$ cat config.mk
export PLATFORM = sky130hd
export DESIGN_NAME = hysteresis_dwell_edge_qualifier
export DESIGN_NICKNAME = d
export VERILOG_FILES = /design/src/rtl/hdeq_pkg.sv /design/src/rtl/hdeq_decide.sv /design/src/rtl/hysteresis_dwell_edge_qualifier.sv
export VERILOG_INCLUDE_DIRS = /design/src /design/src/rtl
export SDC_FILE = /design/constraint.sdc
export NUM_CORES = 1
export LEC_CHECK = 0
export ABC_AREA = 0
export BUFFER_PORTS_ARGS = -buffer_cell sky130_fd_sc_hd__buf_4
export CAP_MARGIN = 20
export CORE_UTILIZATION = 60
export CTS_CLUSTER_DIAMETER = 40
export CTS_CLUSTER_SIZE = 8
export DETAILED_ROUTE_END_ITERATION = 12
export HOLD_SLACK_MARGIN = 0.08
export PLACE_DENSITY = 0.89
export SLEW_MARGIN = 20
export SYNTH_ARGS = -nofsm -noshare
export SYNTH_HDL_FRONTEND = slang
export SYNTH_SLANG_ARGS = --single-unit
$ cat constraint.sdc
create_clock -name clock -period 14.75 [get_ports clock]
set_input_delay 0 -clock clock [delete_from_list [all_inputs] [get_ports clock]]
set_output_delay 0 -clock clock [all_outputs]
set_load 0.02 [all_outputs]
$ cat src/rtl/hysteresis_dwell_edge_qualifier_macros.svh
// ---------------------------------------------------------------------------
// Hysteresis dwell edge qualifier assertion macros
// Shared concurrent assertion forms for the qualifier RTL.
// ---------------------------------------------------------------------------
`ifndef HYSTERESIS_DWELL_EDGE_QUALIFIER_MACROS_SVH
`define HYSTERESIS_DWELL_EDGE_QUALIFIER_MACROS_SVH

// Same-cycle implication, disabled during reset.
`define HDEQ_ASSERT_NOW(name, clk, rst, ante, cons, msg) \
   name: assert property (@(posedge clk) disable iff (rst) (ante) |-> (cons)) \
      else $error(msg);

// Next-cycle implication, disabled during reset.
`define HDEQ_ASSERT_NEXT(name, clk, rst, ante, cons, msg) \
   name: assert property (@(posedge clk) disable iff (rst) (ante) |=> (cons)) \
      else $error(msg);

`endif

$ cat src/rtl/hdeq_pkg.sv
// ---------------------------------------------------------------------------
// Hysteresis dwell edge qualifier package
// Types and register indexes shared by the qualifier modules.
// ---------------------------------------------------------------------------
package hdeq_pkg;

   localparam logic [1:0] CSR_ON_THRESHOLD  = 2'd0;
   localparam logic [1:0] CSR_OFF_THRESHOLD = 2'd1;
   localparam logic [1:0] CSR_DWELL_NEEDED  = 2'd2;
   localparam logic [1:0] CSR_DEDUP_WINDOW  = 2'd3;

   localparam logic signed [15:0] ON_THRESHOLD_RESET  = 16'sh4000;
   localparam logic signed [15:0] OFF_THRESHOLD_RESET = -16'sh4000;
   localparam logic [15:0]        DWELL_NEEDED_RESET  = 16'd1;
   localparam logic [31:0]        DEDUP_WINDOW_RESET  = 32'd0;

   localparam logic [15:0] DWELL_MAX = 16'hFFFF;

   typedef struct packed {
      logic signed [15:0] on_threshold;
      logic signed [15:0] off_threshold;
      logic [15:0]        dwell_count_needed;
      logic [31:0]        dedup_window;
   } hdeq_cfg_type;

   typedef struct packed {
      logic        committed_level;
      logic        pending_level;
      logic [15:0] dwell_counter;
      logic [31:0] last_emit_time;
      logic        emitted_before;
   } hdeq_state_type;

   typedef struct packed {
      hdeq_state_type next_state;
      logic           emit;
   } hdeq_decision_type;

endpackage

$ cat src/rtl/hdeq_decide.sv
// ---------------------------------------------------------------------------
// Hysteresis dwell edge qualifier decision logic
// Computes the next qualifier state and the emit flag for one sample.
// ---------------------------------------------------------------------------
module hdeq_decide (
   input  logic signed [15:0]          sample_value,
   input  logic [31:0]                 sample_tick,
   input  hdeq_pkg::hdeq_cfg_type      cfg,
   input  hdeq_pkg::hdeq_state_type    cur_state,
   output hdeq_pkg::hdeq_decision_type decision
);
   import hdeq_pkg::*;

   logic        above_on;
   logic        below_off;
   logic [15:0] count_base;
   logic [15:0] count_next;
   logic [31:0] tick_delta;
   logic        suppress;

   assign above_on   = sample_value >= cfg.on_threshold;
   assign below_off  = sample_value <= cfg.off_threshold;
   assign count_base = (above_on != cur_state.pending_level) ? 16'd0
                                                             : cur_state.dwell_counter;
   assign count_next = (count_base == DWELL_MAX) ? count_base : count_base + 16'd1;
   assign tick_delta = sample_tick - cur_state.last_emit_time;
   assign suppress   = (cfg.dedup_window != 32'd0) && cur_state.emitted_before &&
                       (tick_delta < cfg.dedup_window);

   always_comb begin
      decision.next_state = cur_state;
      decision.emit       = 1'b0;
      if (above_on || below_off) begin
         if (above_on == cur_state.committed_level) begin
            decision.next_state.dwell_counter = 16'd0;
         end else begin
            decision.next_state.pending_level = above_on;
            if (count_next < cfg.dwell_count_needed) begin
               decision.next_state.dwell_counter = count_next;
            end else begin
               decision.next_state.committed_level = above_on;
               decision.next_state.dwell_counter   = 16'd0;
               if (!suppress) begin
                  decision.next_state.last_emit_time = sample_tick;
                  decision.next_state.emitted_before = 1'b1;
                  decision.emit                      = 1'b1;
               end
            end
         end
      end
   end

endmodule

$ cat src/rtl/hysteresis_dwell_edge_qualifier.sv
// ---------------------------------------------------------------------------
// Hysteresis dwell edge qualifier
// Hysteresis comparator with dwell debounce and edge deduplication.
// ---------------------------------------------------------------------------
// The block takes one sample item per clock cycle unless stalled and gives at
// most one level-change item per sample from the result register. Throughput is
// set by the qualifier state registers, which are read and updated once per
// cycle by the decision logic; a sample stalls in the input register only when
// it must emit while the result register is still held by the downstream side.
module hysteresis_dwell_edge_qualifier (
   input  logic        clock,
   input  logic        reset,
   input  logic        req_tvalid,
   output logic        req_tready,
   input  logic [47:0] req_tdata,  // [15:0] sample_value, [47:16] sample_tick
   output logic        rsp_tvalid,
   input  logic        rsp_tready,
   output logic [7:0]  rsp_tdata,  // [0] new_level, [7:1] zero
   input  logic        csr_wr_en,
   input  logic [1:0]  csr_addr,
   input  logic [31:0] csr_wdata
);
   import hdeq_pkg::*;
   `include "hysteresis_dwell_edge_qualifier_macros.svh"

   hdeq_cfg_type       cfg_ff;
   hdeq_state_type     state_ff;
   hdeq_decision_type  decision;

   logic               s1_valid_ff;
   logic signed [15:0] s1_value_ff;
   logic [31:0]        s1_tick_ff;
   logic               rsp_valid_ff;
   logic               rsp_level_ff;
   logic               out_free;
   logic               s1_advance;
   logic               out_load;

   hdeq_decide u_decide (
      .sample_value (s1_value_ff),
      .sample_tick  (s1_tick_ff),
      .cfg          (cfg_ff),
      .cur_state    (state_ff),
      .decision     (decision)
   );

   assign out_free   = !rsp_valid_ff || rsp_tready;
   assign s1_advance = s1_valid_ff && (!decision.emit || out_free);
   assign out_load   = s1_advance && decision.emit;
   assign req_tready = !s1_valid_ff || s1_advance;
   assign rsp_tvalid = rsp_valid_ff;
   assign rsp_tdata  = {7'd0, rsp_level_ff};

   always_ff @(posedge clock) begin
      if (reset) begin
         cfg_ff.on_threshold       <= ON_THRESHOLD_RESET;
         cfg_ff.off_threshold      <= OFF_THRESHOLD_RESET;
         cfg_ff.dwell_count_needed <= DWELL_NEEDED_RESET;
         cfg_ff.dedup_window       <= DEDUP_WINDOW_RESET;
      end else if (csr_wr_en) begin
         unique case (csr_addr)
            CSR_ON_THRESHOLD:  cfg_ff.on_threshold       <= csr_wdata[15:0];
            CSR_OFF_THRESHOLD: cfg_ff.off_threshold      <= csr_wdata[15:0];
            CSR_DWELL_NEEDED:  cfg_ff.dwell_count_needed <= csr_wdata[15:0];
            CSR_DEDUP_WINDOW:  cfg_ff.dedup_window       <= csr_wdata;
            default: ;
         endcase
      end
   end

   always_ff @(posedge clock) begin
      if (reset) begin
         state_ff <= '0;
      end else if (s1_advance) begin
         state_ff <= decision.next_state;
      end
   end

   always_ff @(posedge clock) begin
      if (reset) begin
         s1_valid_ff <= 1'b0;
      end else if (req_tready) begin
         s1_valid_ff <= req_tvalid;
      end
   end

   always_ff @(posedge clock) begin
      if (req_tready && req_tvalid) begin
         s1_value_ff <= req_tdata[15:0];
         s1_tick_ff  <= req_tdata[47:16];
      end
   end

   always_ff @(posedge clock) begin
      if (reset) begin
         rsp_valid_ff <= 1'b0;
      end else if (out_free) begin
         rsp_valid_ff <= out_load;
      end
   end

   always_ff @(posedge clock) begin
      if (out_load) begin
         rsp_level_ff <= decision.next_state.committed_level;
      end
   end

   `HDEQ_ASSERT_NEXT(a_emit_matches_level, clock, reset, out_load,
      rsp_tdata[0] == state_ff.committed_level, "emitted level differs from committed level")
   `HDEQ_ASSERT_NEXT(a_commit_clears_dwell, clock, reset,
      s1_advance && (decision.next_state.committed_level != state_ff.committed_level),
      state_ff.dwell_counter == 16'd0, "dwell counter not cleared on commit")
   `HDEQ_ASSERT_NEXT(a_stalled_sample_held, clock, reset, s1_valid_ff && !s1_advance,
      s1_valid_ff && $stable(s1_tick_ff) && $stable(s1_value_ff),
      "stalled sample lost or changed")
   `HDEQ_ASSERT_NOW(a_emit_needs_room, clock, reset, out_load, out_free,
      "result register overwritten")
   `HDEQ_ASSERT_NEXT(a_emitted_sticks, clock, reset, state_ff.emitted_before,
      state_ff.emitted_before, "emitted flag cleared outside reset")

endmodule
# ---- Word-level counts from Yosys, hierarchy flattened
# Cells that the tools add are included.
dict set report totals {
  input_bits 87
  output_inout_bits 10
  reg_bits 182
  word_cells 60
}
dict set report classes {
  n_eq_ne 6
  mux 10
  n_reduce_logical 21
  bitwise 3
  n_lt_le_gt_ge 4
  add_sub_neg 2
}
# op count
set ops {}
lappend ops {{34-bit 2-to-1 mux} 3}
lappend ops {{16-bit 2-to-1 mux} 4}
lappend ops {{52-bit 2-to-1 mux} 1}
lappend ops {{32-bit less-than comparator} 1}
lappend ops {{32-bit nonzero test} 1}
lappend ops {{32-bit subtractor} 1}
lappend ops {{16-bit by 1-bit adder with 16-bit output, second input constant} 1}
lappend ops {{16-bit == test, second input constant} 1}
lappend ops {{16-bit >= comparator} 1}
lappend ops {{16-bit <= comparator} 1}
lappend ops {{16-bit less-than comparator} 1}
lappend ops {{2-bit AND reduction} 5}
lappend ops {{1-bit logical AND} 5}
lappend ops {{5-bit AND reduction} 1}
lappend ops {{2-bit == test, second input constant} 2}
lappend ops {{1-bit logical OR} 4}
lappend ops {{1-bit logical NOT} 3}
lappend ops {{1-bit NOT} 3}
lappend ops {{3-bit AND reduction} 1}
lappend ops {{2-bit by 1-bit == test with 1-bit output, second input constant} 1}
lappend ops {{2-bit logical NOT} 1}
lappend ops {{2-bit 2-to-1 mux} 1}
lappend ops {{1-bit == test} 1}
lappend ops {{1-bit 2-to-1 mux} 1}
lappend ops {{1-bit != test} 1}

# ---- Depth between registers and ports, before layout
# Gate-level depths: netlist of the first run.
dict set report logic_depth {
  depth_word 14
  ltp_mapped 32
}

# ---- Cells and area by module
# A second synthesis of the first run with hierarchy kept.
dict set report unflattened {
  hier_cells 1337
  hier_area_um2 11633.7
}
# mod cells_each seq_area_each_um2 area_each_um2 instances
set modules_own_cells {}
lappend modules_own_cells {hysteresis_dwell_edge_qualifier 646 4134.0 6742.7 1}
lappend modules_own_cells {hdeq_decide 691 0.0 4890.9 1}

# ---- Least setup slack after synthesis of the first run
# OpenSTA, ideal clock, no wires.
dict set report synth_timing {
  path_kind {register -> register}
  start {reg s1_value_ff[15]}
  end {reg s1_tick_ff[0], enable pin}
  period_less_slack_ps 7720
  path_slack_ps 7030
  setup_ps 411
  n_path_buf 2
  stages_incl_launch_ff 29
  arrival_time_ps 7310
  cell_sequence {edfxtp_1 ha_1 nand4_1 or4_1 a21oi_1 a211oi_2 o32ai_1 or2_2 buf_2 buf_2 nor2_1 ha_1 nand2_1 nor3_1 a2111oi_0 and4_1 and3_1 nand2b_1 xnor2_1 nor2_1 ha_1 a21o_1 a21o_1 a21oi_1 o21ai_0 o41a_1 nand4_1 or2_2 and2_1}
}
dict set report synth_via {
  elab_chain_len 14
  word_cells_on_any_way 18
  classes_between {add/sub (1); order compare (3); eq/ne (3); mux (5); reduce/logical (6)}
}
# element line_no
set synth_lines {}
lappend synth_lines {{start, declared} hysteresis_dwell_edge_qualifier.sv:31} ;# logic signed [15:0] s1_value_ff;
lappend synth_lines {{start signal, assigned} hysteresis_dwell_edge_qualifier.sv:89} ;# s1_value_ff <= req_tdata[15:0];
lappend synth_lines {{16-bit >= comparator} hdeq_decide.sv:21} ;# assign above_on = sample_value >= cfg.on_threshold;
lappend synth_lines {{1-bit != test} hdeq_decide.sv:23} ;# assign count_base = (above_on != cur_state.pending_level) ? 16'd0
lappend synth_lines {{16-bit 2-to-1 mux} hdeq_decide.sv:23}
lappend synth_lines {{16-bit by 1-bit adder with 16-bit output / 16-bit == test (equally long branches)} hdeq_decide.sv:25} ;# assign count_next = (count_base == DWELL_MAX) ? count_base : count_base + 16'd1;
lappend synth_lines {{16-bit 2-to-1 mux} hdeq_decide.sv:25}
lappend synth_lines {{16-bit less-than comparator} hdeq_decide.sv:38} ;# if (count_next < cfg.dwell_count_needed) begin
lappend synth_lines {{34-bit 2-to-1 mux} hdeq_decide.sv:38}
lappend synth_lines {{34-bit 2-to-1 mux} hdeq_decide.sv:34} ;# if (above_on == cur_state.committed_level) begin
lappend synth_lines {{52-bit 2-to-1 mux *} hdeq_decide.sv:33} ;# if (above_on || below_off) begin
lappend synth_lines {{1-bit logical NOT *} hysteresis_dwell_edge_qualifier.sv:48} ;# assign s1_advance = s1_valid_ff && (!decision.emit || out_free);
lappend synth_lines {{1-bit logical OR *} hysteresis_dwell_edge_qualifier.sv:48}
lappend synth_lines {{1-bit logical AND *} hysteresis_dwell_edge_qualifier.sv:48}
lappend synth_lines {{1-bit logical OR *} hysteresis_dwell_edge_qualifier.sv:50} ;# assign req_tready = !s1_valid_ff || s1_advance;
lappend synth_lines {{net req_tready} hysteresis_dwell_edge_qualifier.sv:14} ;# output logic req_tready,
lappend synth_lines {{1-bit logical AND *} hysteresis_dwell_edge_qualifier.sv:88} ;# if (req_tready && req_tvalid) begin
lappend synth_lines {{end signal, assigned} hysteresis_dwell_edge_qualifier.sv:90} ;# s1_tick_ff <= req_tdata[47:16];
lappend synth_lines {{end, declared} hysteresis_dwell_edge_qualifier.sv:32} ;# logic [31:0] s1_tick_ff;
# Mark *: on every way through the listed nets, which the timed path passes. The rest lies on a longest branch.
# A chain may end at the register's enable or synchronous reset.

# ---- Worst setup path after layout of the first run
dict set report layout_timing {
  start {reg s1_value_ff[15]}
  end {reg s1_tick_ff[31], enable pin}
}
dict set report layout_via {
  elab_chain_len 14
  word_cells_on_any_way 18
  classes_between {add/sub (1); order compare (3); eq/ne (3); mux (5); reduce/logical (6)}
}
# element line_no
set layout_lines {}
lappend layout_lines {{16-bit >= comparator} hdeq_decide.sv:21}
lappend layout_lines {{1-bit != test} hdeq_decide.sv:23}
lappend layout_lines {{16-bit 2-to-1 mux} hdeq_decide.sv:23}
lappend layout_lines {{16-bit by 1-bit adder with 16-bit output / 16-bit == test (equally long branches)} hdeq_decide.sv:25}
lappend layout_lines {{16-bit 2-to-1 mux} hdeq_decide.sv:25}
lappend layout_lines {{16-bit less-than comparator} hdeq_decide.sv:38}
lappend layout_lines {{34-bit 2-to-1 mux} hdeq_decide.sv:38}
lappend layout_lines {{34-bit 2-to-1 mux} hdeq_decide.sv:34}
lappend layout_lines {{52-bit 2-to-1 mux *} hdeq_decide.sv:33}
lappend layout_lines {{1-bit logical NOT *} hysteresis_dwell_edge_qualifier.sv:48}
lappend layout_lines {{1-bit logical OR *} hysteresis_dwell_edge_qualifier.sv:48}
lappend layout_lines {{1-bit logical AND *} hysteresis_dwell_edge_qualifier.sv:48}
lappend layout_lines {{1-bit logical OR *} hysteresis_dwell_edge_qualifier.sv:50}
lappend layout_lines {{1-bit logical AND *} hysteresis_dwell_edge_qualifier.sv:88}
# Every way passes the cells marked *; elsewhere a longest branch is shown, timed or not.

==> flow_metrics.env, run 1 <==
export IMPL_cts_resized=0
export IMPL_ys_ff_latch=182
export IMPL_clk_latency_ns=0.45
export IMPL_utilization=0.7593
export IMPL_antenna_found_initial=0
export IMPL_crit_cells=27
export IMPL_r2r_setup_slack_ns=6.33
export IMPL_die_h_um=133.9
export IMPL_ir_drop_mv=0.09951
export IMPL_routed_wl_um=28970
export IMPL_nets=1563
export IMPL_syn_area_mm2=0.01044
export IMPL_synthArstFlopShare=0
export IMPL_wl_per_cell_um=18.13
export IMPL_cp_start_kind="register"
export IMPL_grt_pass1_wl_um=46730
export IMPL_hp_class="in2reg"
export IMPL_synth_top_cell_area_share=0.2551
export IMPL_vias=9783
export IMPL_yosysTopAreaCell="dfxtp_1"
export IMPL_core_mm2=0.01676
export IMPL_arrival_ns=8.50
export IMPL_rr_worst_depth=27
export IMPL_maxSlewViolCount=0
export IMPL_worstHoldEndpoint="cfg_ff[41]$_SDFFE_PP0P_"
export IMPL_reg2reg_from="s1_value_ff[15]$_DFFE_PP_"
export IMPL_dr_pass1_iters=7
export IMPL_cpMaxStageDelayCell="a2111oi_0"
export IMPL_endpoint_kind="register"
export IMPL_cp_num_buf_inv=1
export IMPL_clock_path_buffers=2
export IMPL_finalPower_mw=1.286
export IMPL_die_x_um=133.9
export IMPL_fmax_mhz=118.8
export IMPL_period_share=0.5707
export IMPL_post_drt_via_cell_ratio=6.122
export IMPL_antenna_cells=0
export IMPL_worst_hold_path_num_cells=4
export IMPL_crit_fanout=36
export IMPL_grt_use_met3=0.06652
export IMPL_grt_pass1_vias=9901
export IMPL_syn_inst=1205
export IMPL_max_slew_margin=0.2773
export IMPL_synthDistinctLibCells=68
export IMPL_grt_max_degree=89
export IMPL_place_inst=1476
export IMPL_grt_use_met2=0.5570
export IMPL_cts_tree="yes"
export IMPL_required_ns=14.83
export IMPL_gp_congestion=0.9273
export IMPL_powerDensity_mw_per_mm2=101.1
export IMPL_crit_top_cell="ha_1"
export IMPL_max_stage_delay_ns=0.86
export IMPL_final_cells=1598
export IMPL_area_growth_pct=21.91
export IMPL_drc=0
export IMPL_synth_edf_count=49
export IMPL_portBuffers=89
export IMPL_whs_ns=0.07875
export IMPL_post_route_min_period_ns=8.418
export IMPL_rows=47
export IMPL_track_usage=0.3316
export IMPL_ant_nets=0
export IMPL_start_util=0.6228
export IMPL_drive_gt1_frac=0.1052
export IMPL_setup_viol_count_final=0
export IMPL_synth_ff_type="dfxtp_1"
export IMPL_root_buffer="clkbuf_16"
export IMPL_worstSetupPathType="reg2reg"
export IMPL_final_hold_viol_count=0
export IMPL_io_pins=97
export IMPL_path_clk_slew_ns=0.07
export IMPL_grt_busiest_layer="met2"
export IMPL_tns_ns=0
export IMPL_min_from="csr_addr[0]"
export IMPL_tightest_slew_ns=1.057
export IMPL_htreeDepth=4
export IMPL_ys_seq_area_frac=0.3960
export IMPL_cp_startpoint="s1_value_ff[15]$_DFFE_PP_"
export IMPL_synth_warnings=0
export IMPL_cap_violations=0
export IMPL_p_leak_nw=5.222
export IMPL_grt_remaining_overflow=0
export IMPL_clock_sinks=182
export IMPL_r2r_end="s1_tick_ff[31]$_DFFE_PP_"
export IMPL_die_area_mm2=0.01793
export IMPL_synth_area_leaders="dfxtp_1 26%, edfxtp_1 14%, ha_1 13%"
export IMPL_cts_made_buffers=17
export IMPL_met1_usage=0.3848
export IMPL_critPathTopFamily="simple AND/OR/NAND/NOR gates"
export IMPL_fin_skew_ns=0.01002
export IMPL_status="completed"
export IMPL_avgSynthCellArea_um2=8.663
export IMPL_drt_iter0_markers=895
export IMPL_rsz0062_at_grt="no"
export IMPL_dpl_hpwl_um=18090
layer usage:
layer  part of all wire  vias to the layer above
li1                   -                     4491
met1               0.39                     4594
met2               0.48                      557
met3              0.080                      141
met4              0.055                        0
met5                  0                        -
power by group:
| part | internal [mW] | total [mW] | switching (mW) |
|---|---|---|---|
| sequential | 0.534 | 0.547 | 0.0137 |
| clock | 0.273 | 0.481 | 0.208 |
| combinational | 0.115 | 0.257 | 0.143 |
how the worst max path moves through the flow:
stage,end
2_1_floorplan,s1_tick_ff[0]$_DFFE_PP_
3_3_place_gp,s1_tick_ff[24]$_DFFE_PP_
3_5_place_dp,s1_tick_ff[27]$_DFFE_PP_
4_1_cts,s1_tick_ff[31]$_DFFE_PP_
5_1_grt,s1_tick_ff[31]$_DFFE_PP_
6_report,s1_tick_ff[31]$_DFFE_PP_
sequential cells by signal, summed over array words and instances, names as in the netlist:
register	count
cfg_ff	80
s1_valid_ff	1
state_ff	51
s1_tick_ff	32
s1_value_ff	16
rsp_level_ff	1
rsp_tvalid	1
through the flow:
| stage | setup WS, ns | cell area [um2] |
|---|---|---|
| final | 6.332 | 12730 |
| after detailed placement | 6.629 | 11210 |
| after global placement | 6.949 | 11210 |
| after CTS | 6.503 | 12720 |
| after floorplan | 7.030 | 10460 |
| after global routing | 5.816 | 12730 |
worst reg2reg max path, stage by stage, from the launching register on:
cell,delay (ns)
edfxtp_1,0.42
ha_1,0.39
nand4_1,0.18
or4_1,0.60
a21oi_1,0.24
a211oi_2,0.06
o32ai_1,0.55
or2_2,0.53
nor2_1,0.09
ha_1,0.24
nand2_1,0.10
nor3_1,0.09
a2111oi_0,0.86
and4_1,0.32
and3_1,0.21
nand2b_1,0.11
xnor2_1,0.16
nor2_1,0.06
ha_1,0.32
a21o_1,0.17
a21o_1,0.17
a21oi_1,0.13
o21ai_0,0.20
o41a_1,0.54
nand4_1,0.23
or2_2,0.17
and2_2,0.36
buf_4,0.54
synthesized netlist by cell type (all sizes together), types with 2 or more instances:
cell / number
nand2: 182
dfxtp: 133
inv: 129
a21oi: 127
ha: 110
nor2: 87
edfxtp: 49
a21o: 34
mux2i: 34
o21ai: 34
clkbuf: 31
xnor2: 28
nand4: 21
buf: 17
nand3: 16
xor2: 13
a22o: 12
nor3: 11
nor4: 11
and3: 9
o211ai: 9
nor2b: 8
o31ai: 8
nand2b: 7
o21a: 7
or2: 7
a211oi: 5
a31oi: 5
o21bai: 5
a211o: 4
a221oi: 4
a2111oi: 3
and4: 3
mux2: 3
o32ai: 3
o41a: 3
a32oi: 2
and2: 2
nor3b: 2
o2111ai: 2
o41ai: 2
or3: 2
or4: 2
final cells by class:
type                    instances  area [um2]
clock buffers                  19       442.9
clock inverters                13       167.7
fillers                      1019        4034
inverters                     129       484.2
multi-input cells             852        5623
flip-flops and latches        182        4134
well taps                     220       275.3
repair buffers                183        1599
repair_timing:
item | 4_1_cts | 5_1_grt
hold buffers | 90 | 0
endpoints found under the setup margin | 0 | 0
setup buffers | 0 | 0
endpoints found under the hold margin | 152 | 0
logic make-up (layout without fill, tap and decap cells):
family | Yosys count | after routing | synth area share
compound gates | 279 | 279 | 0.1692
xor+xnor | 41 | 41 | 0.03440
fa+ha+maj | 111 | 111 | 0.1338
buf+inv | 177 | 344 | 0.06892
flops | 182 | 182 | 0.3960
mux | 37 | 37 | 0.03584
other cells | 1 | 7 | 0.0003592
simple gates | 377 | 377 | 0.1615
cell usage in the layout, fill, tap and decap left out, drive strengths merged, types with 4 or more instances in the layout:
master and count:
nand4 21, o21ai 34, or2 7, dfxtp 133, a22o 12, and3 9, nor4 11, dlygate4sd3 90
nor2 87, mux2i 34, nand2 182, buf 93, ha 110, clkinv 4, a31oi 5, edfxtp 49
a211oi 5, xor2 13, nand2b 7, o21a 7, nor3 11, inv 133, a221oi 4, xnor2 28
o31ai 8, nand3 16, a211o 4, a21o 34, a21oi 127, clkbuf 19, o211ai 9, o21bai 5
nor2b 8, conb 7
Note: power is estimated with default switching activity, not from simulation.
==> inputs of run 2 (changes only) <==
- ABC_AREA: 0 -> 1
- CORE_UTILIZATION: 60 -> 55
- PLACE_DENSITY: 0.89 -> 0.87
- clock period: 14.75 -> 7.7 ns (I/O delays scaled with it)
==> run 2 against run 1 <==
Sequential share of layout area is 0.16 points lower. Worst setup slack lost 5.3 ns. Register-to-register slack lost 5.3 ns. Cell count is 7.3% higher. Combinational power increased by 110%. Count of clock-buffer cells in the layout decreased by 2. Sequential power increased by 94%. Core utilization decreased by 7.8 points. Hold slack better by 0.20 ns. Clock skew grew 0.0020 ns. Global-route usage shrank 6.4 points. Critical path depth rose by 3. Largest cell class unchanged. Largest power group unchanged.
==> flow_metrics.env, run 2 <==
export IMPL_fin_skew_ns=0.01206
export IMPL_area_growth_pct=20.91
export IMPL_cts_tree="yes"
export IMPL_worstSetupPathType="reg2reg"
export IMPL_arrival_ns=6.76
export IMPL_place_inst=1591
export IMPL_largest_reg_flops=80
export IMPL_cp_num_buf_inv=4
export IMPL_layout_cells_most_common_list="196 x inv_1, 188 x nand2_1, 154 x a21oi_1, 133 x dfxtp_1, 110 x ha_1"
export IMPL_status="completed"
export IMPL_setup_slack_ns=1.047
export IMPL_rsz0062_at_grt="no"
export IMPL_hp_class="in2reg"
export IMPL_place_ws_ns=1.141
export IMPL_synth_area_leaders="dfxtp_1 25%, edfxtp_1 14%, ha_1 13%"
export IMPL_top_regs="cfg_ff (80), state_ff (51), s1_tick_ff (32)"
export IMPL_maxSlewViolCount=0
export IMPL_cpMaxStageDelayCell="inv_2"
export IMPL_max_slew_margin=0.4352
export IMPL_clk_latency_ns=0.44
export IMPL_ys_ff_latch=182
export IMPL_antenna_found_initial=2
export IMPL_layout_commonest_cell="inv_1"
export IMPL_yosysTopAreaCell="dfxtp_1"
export IMPL_synth_warnings=0
export IMPL_synth_edf_count=49
export IMPL_tightest_slew_ns=0.8460
export IMPL_ys_seq_area_frac=0.3908
export IMPL_cp_start_kind="register"
export IMPL_powerDensity_mw_per_mm2=191.8
export IMPL_synth_top_cell_area_share=0.2517
export IMPL_endpoint_kind="register"
export IMPL_synthTopCellsByCount="198 x inv_1, 188 x nand2_1, 154 x a21oi_1"
export IMPL_drt_iter0_markers=905
export IMPL_dr_pass1_iters=8
export IMPL_fmax_mhz=150.3
export IMPL_post_drt_via_cell_ratio=5.426
export IMPL_dpl_hpwl_um=17260
export IMPL_vias=9305
export IMPL_crit_fanout=25
export IMPL_clockPowerShare=0.343
export IMPL_syn_area_mm2=0.01058
export IMPL_largest_register="cfg_ff"
export IMPL_utilization=0.6815
export IMPL_grt_remaining_overflow=0
export IMPL_cts_made_buffers=17
export IMPL_rows=50
export IMPL_die_area_mm2=0.01979
export IMPL_drc=0
export IMPL_final_cells=1715
export IMPL_avgSynthCellArea_um2=8.075
export IMPL_synthArstFlopShare=0
export IMPL_ir_drop_mv=0.1973
export IMPL_syn_inst=1310
export IMPL_post_route_min_period_ns=6.653
export IMPL_clock_sinks=182
export IMPL_critPathTopFamily="compound AO/OA/AOI/OAI gates"
export IMPL_io_pins=97
export IMPL_grt_pass1_vias=8882
export IMPL_p_sw_frac=0.3101
export IMPL_die_h_um=140.7
export IMPL_gp_congestion=0.8778
export IMPL_synth_most_common_cell="inv_1"
export IMPL_routed_wl_um=26310
export IMPL_cts_resized=0
export IMPL_p_int_mw=1.692
export IMPL_synth_ff_type="dfxtp_1"
export IMPL_required_ns=7.80
export IMPL_p_leak_nw=5.334
export IMPL_track_usage=0.2680
export IMPL_setup_viol_count_final=0
export IMPL_post_cts_buffers=0
export IMPL_htreeDepth=4
export IMPL_whs_ns=0.2770
export IMPL_core_mm2=0.01877
export IMPL_finalPower_mw=2.452
export IMPL_p_switching_uw=760.4
export IMPL_portBuffers=89
export IMPL_period_share=0.8640
export IMPL_clock_path_buffers=2
export IMPL_share_comb_of_total_power=0.223
export IMPL_p_seq_frac=0.434
export IMPL_nets=1664
export IMPL_ant_nets=0
export IMPL_path_clk_slew_ns=0.07
export IMPL_tns_ns=0
export IMPL_die_x_um=140.7
export IMPL_placed_area_mm2=0.01131
export IMPL_final_area_mm2=0.01279
export IMPL_root_buffer="clkbuf_16"
export IMPL_grt_pass1_wl_um=42260
export IMPL_grt_max_degree=83
export IMPL_final_hold_viol_count=0
export IMPL_cap_violations=0
export IMPL_synthDistinctLibCells=49
export IMPL_max_stage_delay_ns=0.46
export IMPL_drive_gt1_frac=0.1420
export IMPL_start_util=0.5636
export IMPL_wl_per_cell_um=15.34
run 2: routing by layer:
metal | up-vias | wire length, um | track usage | part of all wire
met5 | - | 0 | 0 | 0
met4 | 0 | 1248 | 0.1379 | 0.047
met3 | 94 | 1477 | 0.05231 | 0.056
met2 | 297 | 12940 | 0.4690 | 0.49
met1 | 4267 | 10640 | 0.3118 | 0.40
li1 | 4647 | - | - | -
run 2: repair_timing:
item / CTS / global route
setup endpoints to repair: 0 / 0
hold buffers: 89 / 0
endpoints found under the hold margin: 148 / 0
run 2: power groups by stage:
stage	registers [mW]	clock network (mW)	logic, mW
final	1.06	0.841	0.547
after global routing	1.07	0.890	0.614
after CTS	1.06	0.846	0.533
after detailed placement	1.08	0	0.487
after global placement	1.08	0	0.468
after floorplan	1.07	0	0.367
run 2: cell families (layout without fill, tap and decap cells):
group,after synthesis,after routing,share of synthesized area
AND/OR/NAND/NOR,432,432,0.1964
adder cells (fa/ha/maj),111,111,0.1320
XOR/XNOR,42,42,0.03478
buffers and inverters,253,416,0.09983
other,1,9,0.0003545
AO/OA/AOI/OAI,289,289,0.1458
flip-flops,182,182,0.3908
run 2: cell type report:
type / instances / area, um2
flip-flops and latches: 182 / 4134
well taps: 234 / 292.8
multi-input cells: 881 / 5415
fillers: 1380 / 5978
inverters: 201 / 754.5
clock inverters: 15 / 133.9
clock buffers: 17 / 425.4
repair buffers: 183 / 1629
diodes: 2 / 5.005
run 2: worst paths after layout:
path,startpoint,to,slack [ns],cells past startpoint
worst max register to register,s1_tick_ff[0]$_DFFE_PP_,s1_tick_ff[11]$_DFFE_PP_,1.05,30
worst min register to register,cfg_ff[68]$_SDFFE_PP0P_,cfg_ff[68]$_SDFFE_PP0P_,0.46,2
worst max-delay path,s1_tick_ff[0]$_DFFE_PP_,s1_tick_ff[11]$_DFFE_PP_,1.05,30
worst min-delay path,req_tdata[10],s1_value_ff[10]$_DFFE_PP_,0.28,2
==> inputs of run 3 (changes only) <==
- ABC_CLOCK_PERIOD_IN_PS: default -> 7700
- CORE_MARGIN: default -> 2
==> run 3 against run 2 <==
Hold slack got worse by 0.0055 ns. Fmax down 2.8%. Flip-flop and latch count is the same. Sequential power about the same. Power is 3.4% higher. Design area grew 0.29%.
==> flow_metrics.env, run 3 (synthesis gave the netlist of run 2 again) <==
export IMPL_post_drt_via_cell_ratio=5.508
export IMPL_cp_start_kind="register"
export IMPL_root_buffer="clkbuf_16"
export IMPL_fin_skew_ns=0.01067
export IMPL_htreeDepth=4
export IMPL_largest_reg_flops=80
export IMPL_post_cts_buffers=0
export IMPL_worst_hold_path_num_cells=2
export IMPL_portBuffers=89
export IMPL_fmax_mhz=146.1
export IMPL_tightest_slew_ns=1.044
export IMPL_die_x_um=142.7
export IMPL_cts_tree="yes"
export IMPL_clock_sinks=182
export IMPL_rr_worst_depth=32
export IMPL_crit_fanout=67
export IMPL_ir_drop_mv=0.1630
export IMPL_max_slew_margin=0.3043
export IMPL_top_regs="cfg_ff (80), state_ff (51), s1_tick_ff (32)"
export IMPL_postCtsHoldBufs=92
export IMPL_routed_wl_um=26520
export IMPL_cp_startpoint="s1_tick_ff[0]$_DFFE_PP_"
export IMPL_maxSlewViolCount=0
export IMPL_crit_top_cell="nand2_1"
export IMPL_rsz0062_at_grt="no"
export IMPL_final_cells=1715
export IMPL_core_mm2=0.01877
export IMPL_critPathTopFamily="compound AO/OA/AOI/OAI gates"
export IMPL_start_util=0.5636
export IMPL_wl_per_cell_um=15.46
export IMPL_antenna_found_initial=1
export IMPL_gp_congestion=0.8587
export IMPL_powerDensity_mw_per_mm2=197.6
export IMPL_grt_pass1_wl_um=43040
export IMPL_max_stage_delay_ns=0.78
export IMPL_largest_register="cfg_ff"
export IMPL_die_h_um=142.7
export IMPL_area_growth_pct=21.27
export IMPL_status="completed"
export IMPL_fillers=1359
export IMPL_place_inst=1590
export IMPL_io_pins=97
export IMPL_min_from="req_tdata[27]"
export IMPL_cpMaxStageDelayCell="nor2_8"
export IMPL_required_ns=8.04
export IMPL_post_route_min_period_ns=6.845
export IMPL_cap_violations=0
export IMPL_finalPower_mw=2.535
export IMPL_worstHoldEndpoint="s1_tick_ff[11]$_DFFE_PP_"
export IMPL_tns_ns=0
export IMPL_nets=1665
export IMPL_vias=9447
export IMPL_whs_ns=0.2714
export IMPL_endpoint_kind="register"
export IMPL_cts_made_buffers=17
export IMPL_setup_slack_ns=0.8549
export IMPL_ant_nets=0
export IMPL_grt_remaining_overflow=0
export IMPL_cp_num_buf_inv=2
export IMPL_hp_class="in2reg"
export IMPL_worstSetupPathType="reg2reg"
export IMPL_place_ws_ns=1.104
export IMPL_r2r_end="state_ff[28]$_SDFFE_PP0P_"
export IMPL_grt_max_degree=84
export IMPL_final_hold_viol_count=0
export IMPL_clock_path_buffers=2
export IMPL_clk_latency_ns=0.44
export IMPL_layout_commonest_cell="inv_1"
export IMPL_drc=0
export IMPL_drt_iter0_markers=751
export IMPL_rows=50
export IMPL_cts_resized=0
export IMPL_grt_pass1_vias=9184
export IMPL_dr_pass1_iters=8
export IMPL_path_clk_slew_ns=0.07
export IMPL_p_leak_nw=5.336
export IMPL_track_usage=0.2660
export IMPL_arrival_ns=7.18
export IMPL_drive_gt1_frac=0.1378
export IMPL_setup_viol_count_final=0
export IMPL_reg2reg_from="s1_tick_ff[0]$_DFFE_PP_"
export IMPL_r2r_setup_slack_ns=0.85
export IMPL_dpl_hpwl_um=17320
export IMPL_period_share=0.8890
export IMPL_layout_cells_most_common_list="196 x inv_1, 188 x nand2_1, 154 x a21oi_1, 133 x dfxtp_1, 110 x ha_1"
export IMPL_die_area_mm2=0.02036
run 3: final cells by class:
type                       count  area, um2  share of cell area
multi-input combinational    881       5415              0.4222
clock inverter                11      175.2             0.01366
timing repair buffer         184       1612              0.1256
tap                          234      292.8             0.02282
antenna                        1      2.502           0.0001951
inverter                     201      755.7             0.05892
clock buffer                  21      440.4             0.03433
sequential                   182       4134              0.3223
run 3: routing by layer:
layer | vias up | GRT usage | share of wire
li1 | 4644 | - | -
met1 | 4313 | 0.3054 | 0.40
met2 | 383 | 0.4653 | 0.49
met3 | 107 | 0.06237 | 0.066
met4 | 0 | 0.1313 | 0.048
met5 | - | 0 | 0
run 3: worst max path at each step:
stage | to | cells after the start
final | state_ff[28]$_SDFFE_PP0P_ | 32
after global routing | state_ff[30]$_SDFFE_PP0P_ | 32
after CTS | state_ff[20]$_SDFFE_PP0P_ | 32
after detailed placement | state_ff[26]$_SDFFE_PP0P_ | 32
after global placement | rsp_level_ff$_DFFE_PP_ | 29
after floorplan | s1_tick_ff[0]$_DFFE_PP_ | 29
run 3: power breakdown:
group,switching (mW),total (mW),internal [mW]
registers,0.0302,1.07,1.04
clock network,0.380,0.925,0.545
logic,0.316,0.544,0.228
run 3: through the flow:
| step | utilization | cell area, um2 |
|---|---|---|
| after floorplan | - | 10600 |
| after global placement | 0.6014 | 11290 |
| after detailed placement | 0.6014 | 11290 |
| after CTS | 0.6833 | 12820 |
| after global routing | 0.6833 | 12820 |
| final | 0.6835 | 12830 |
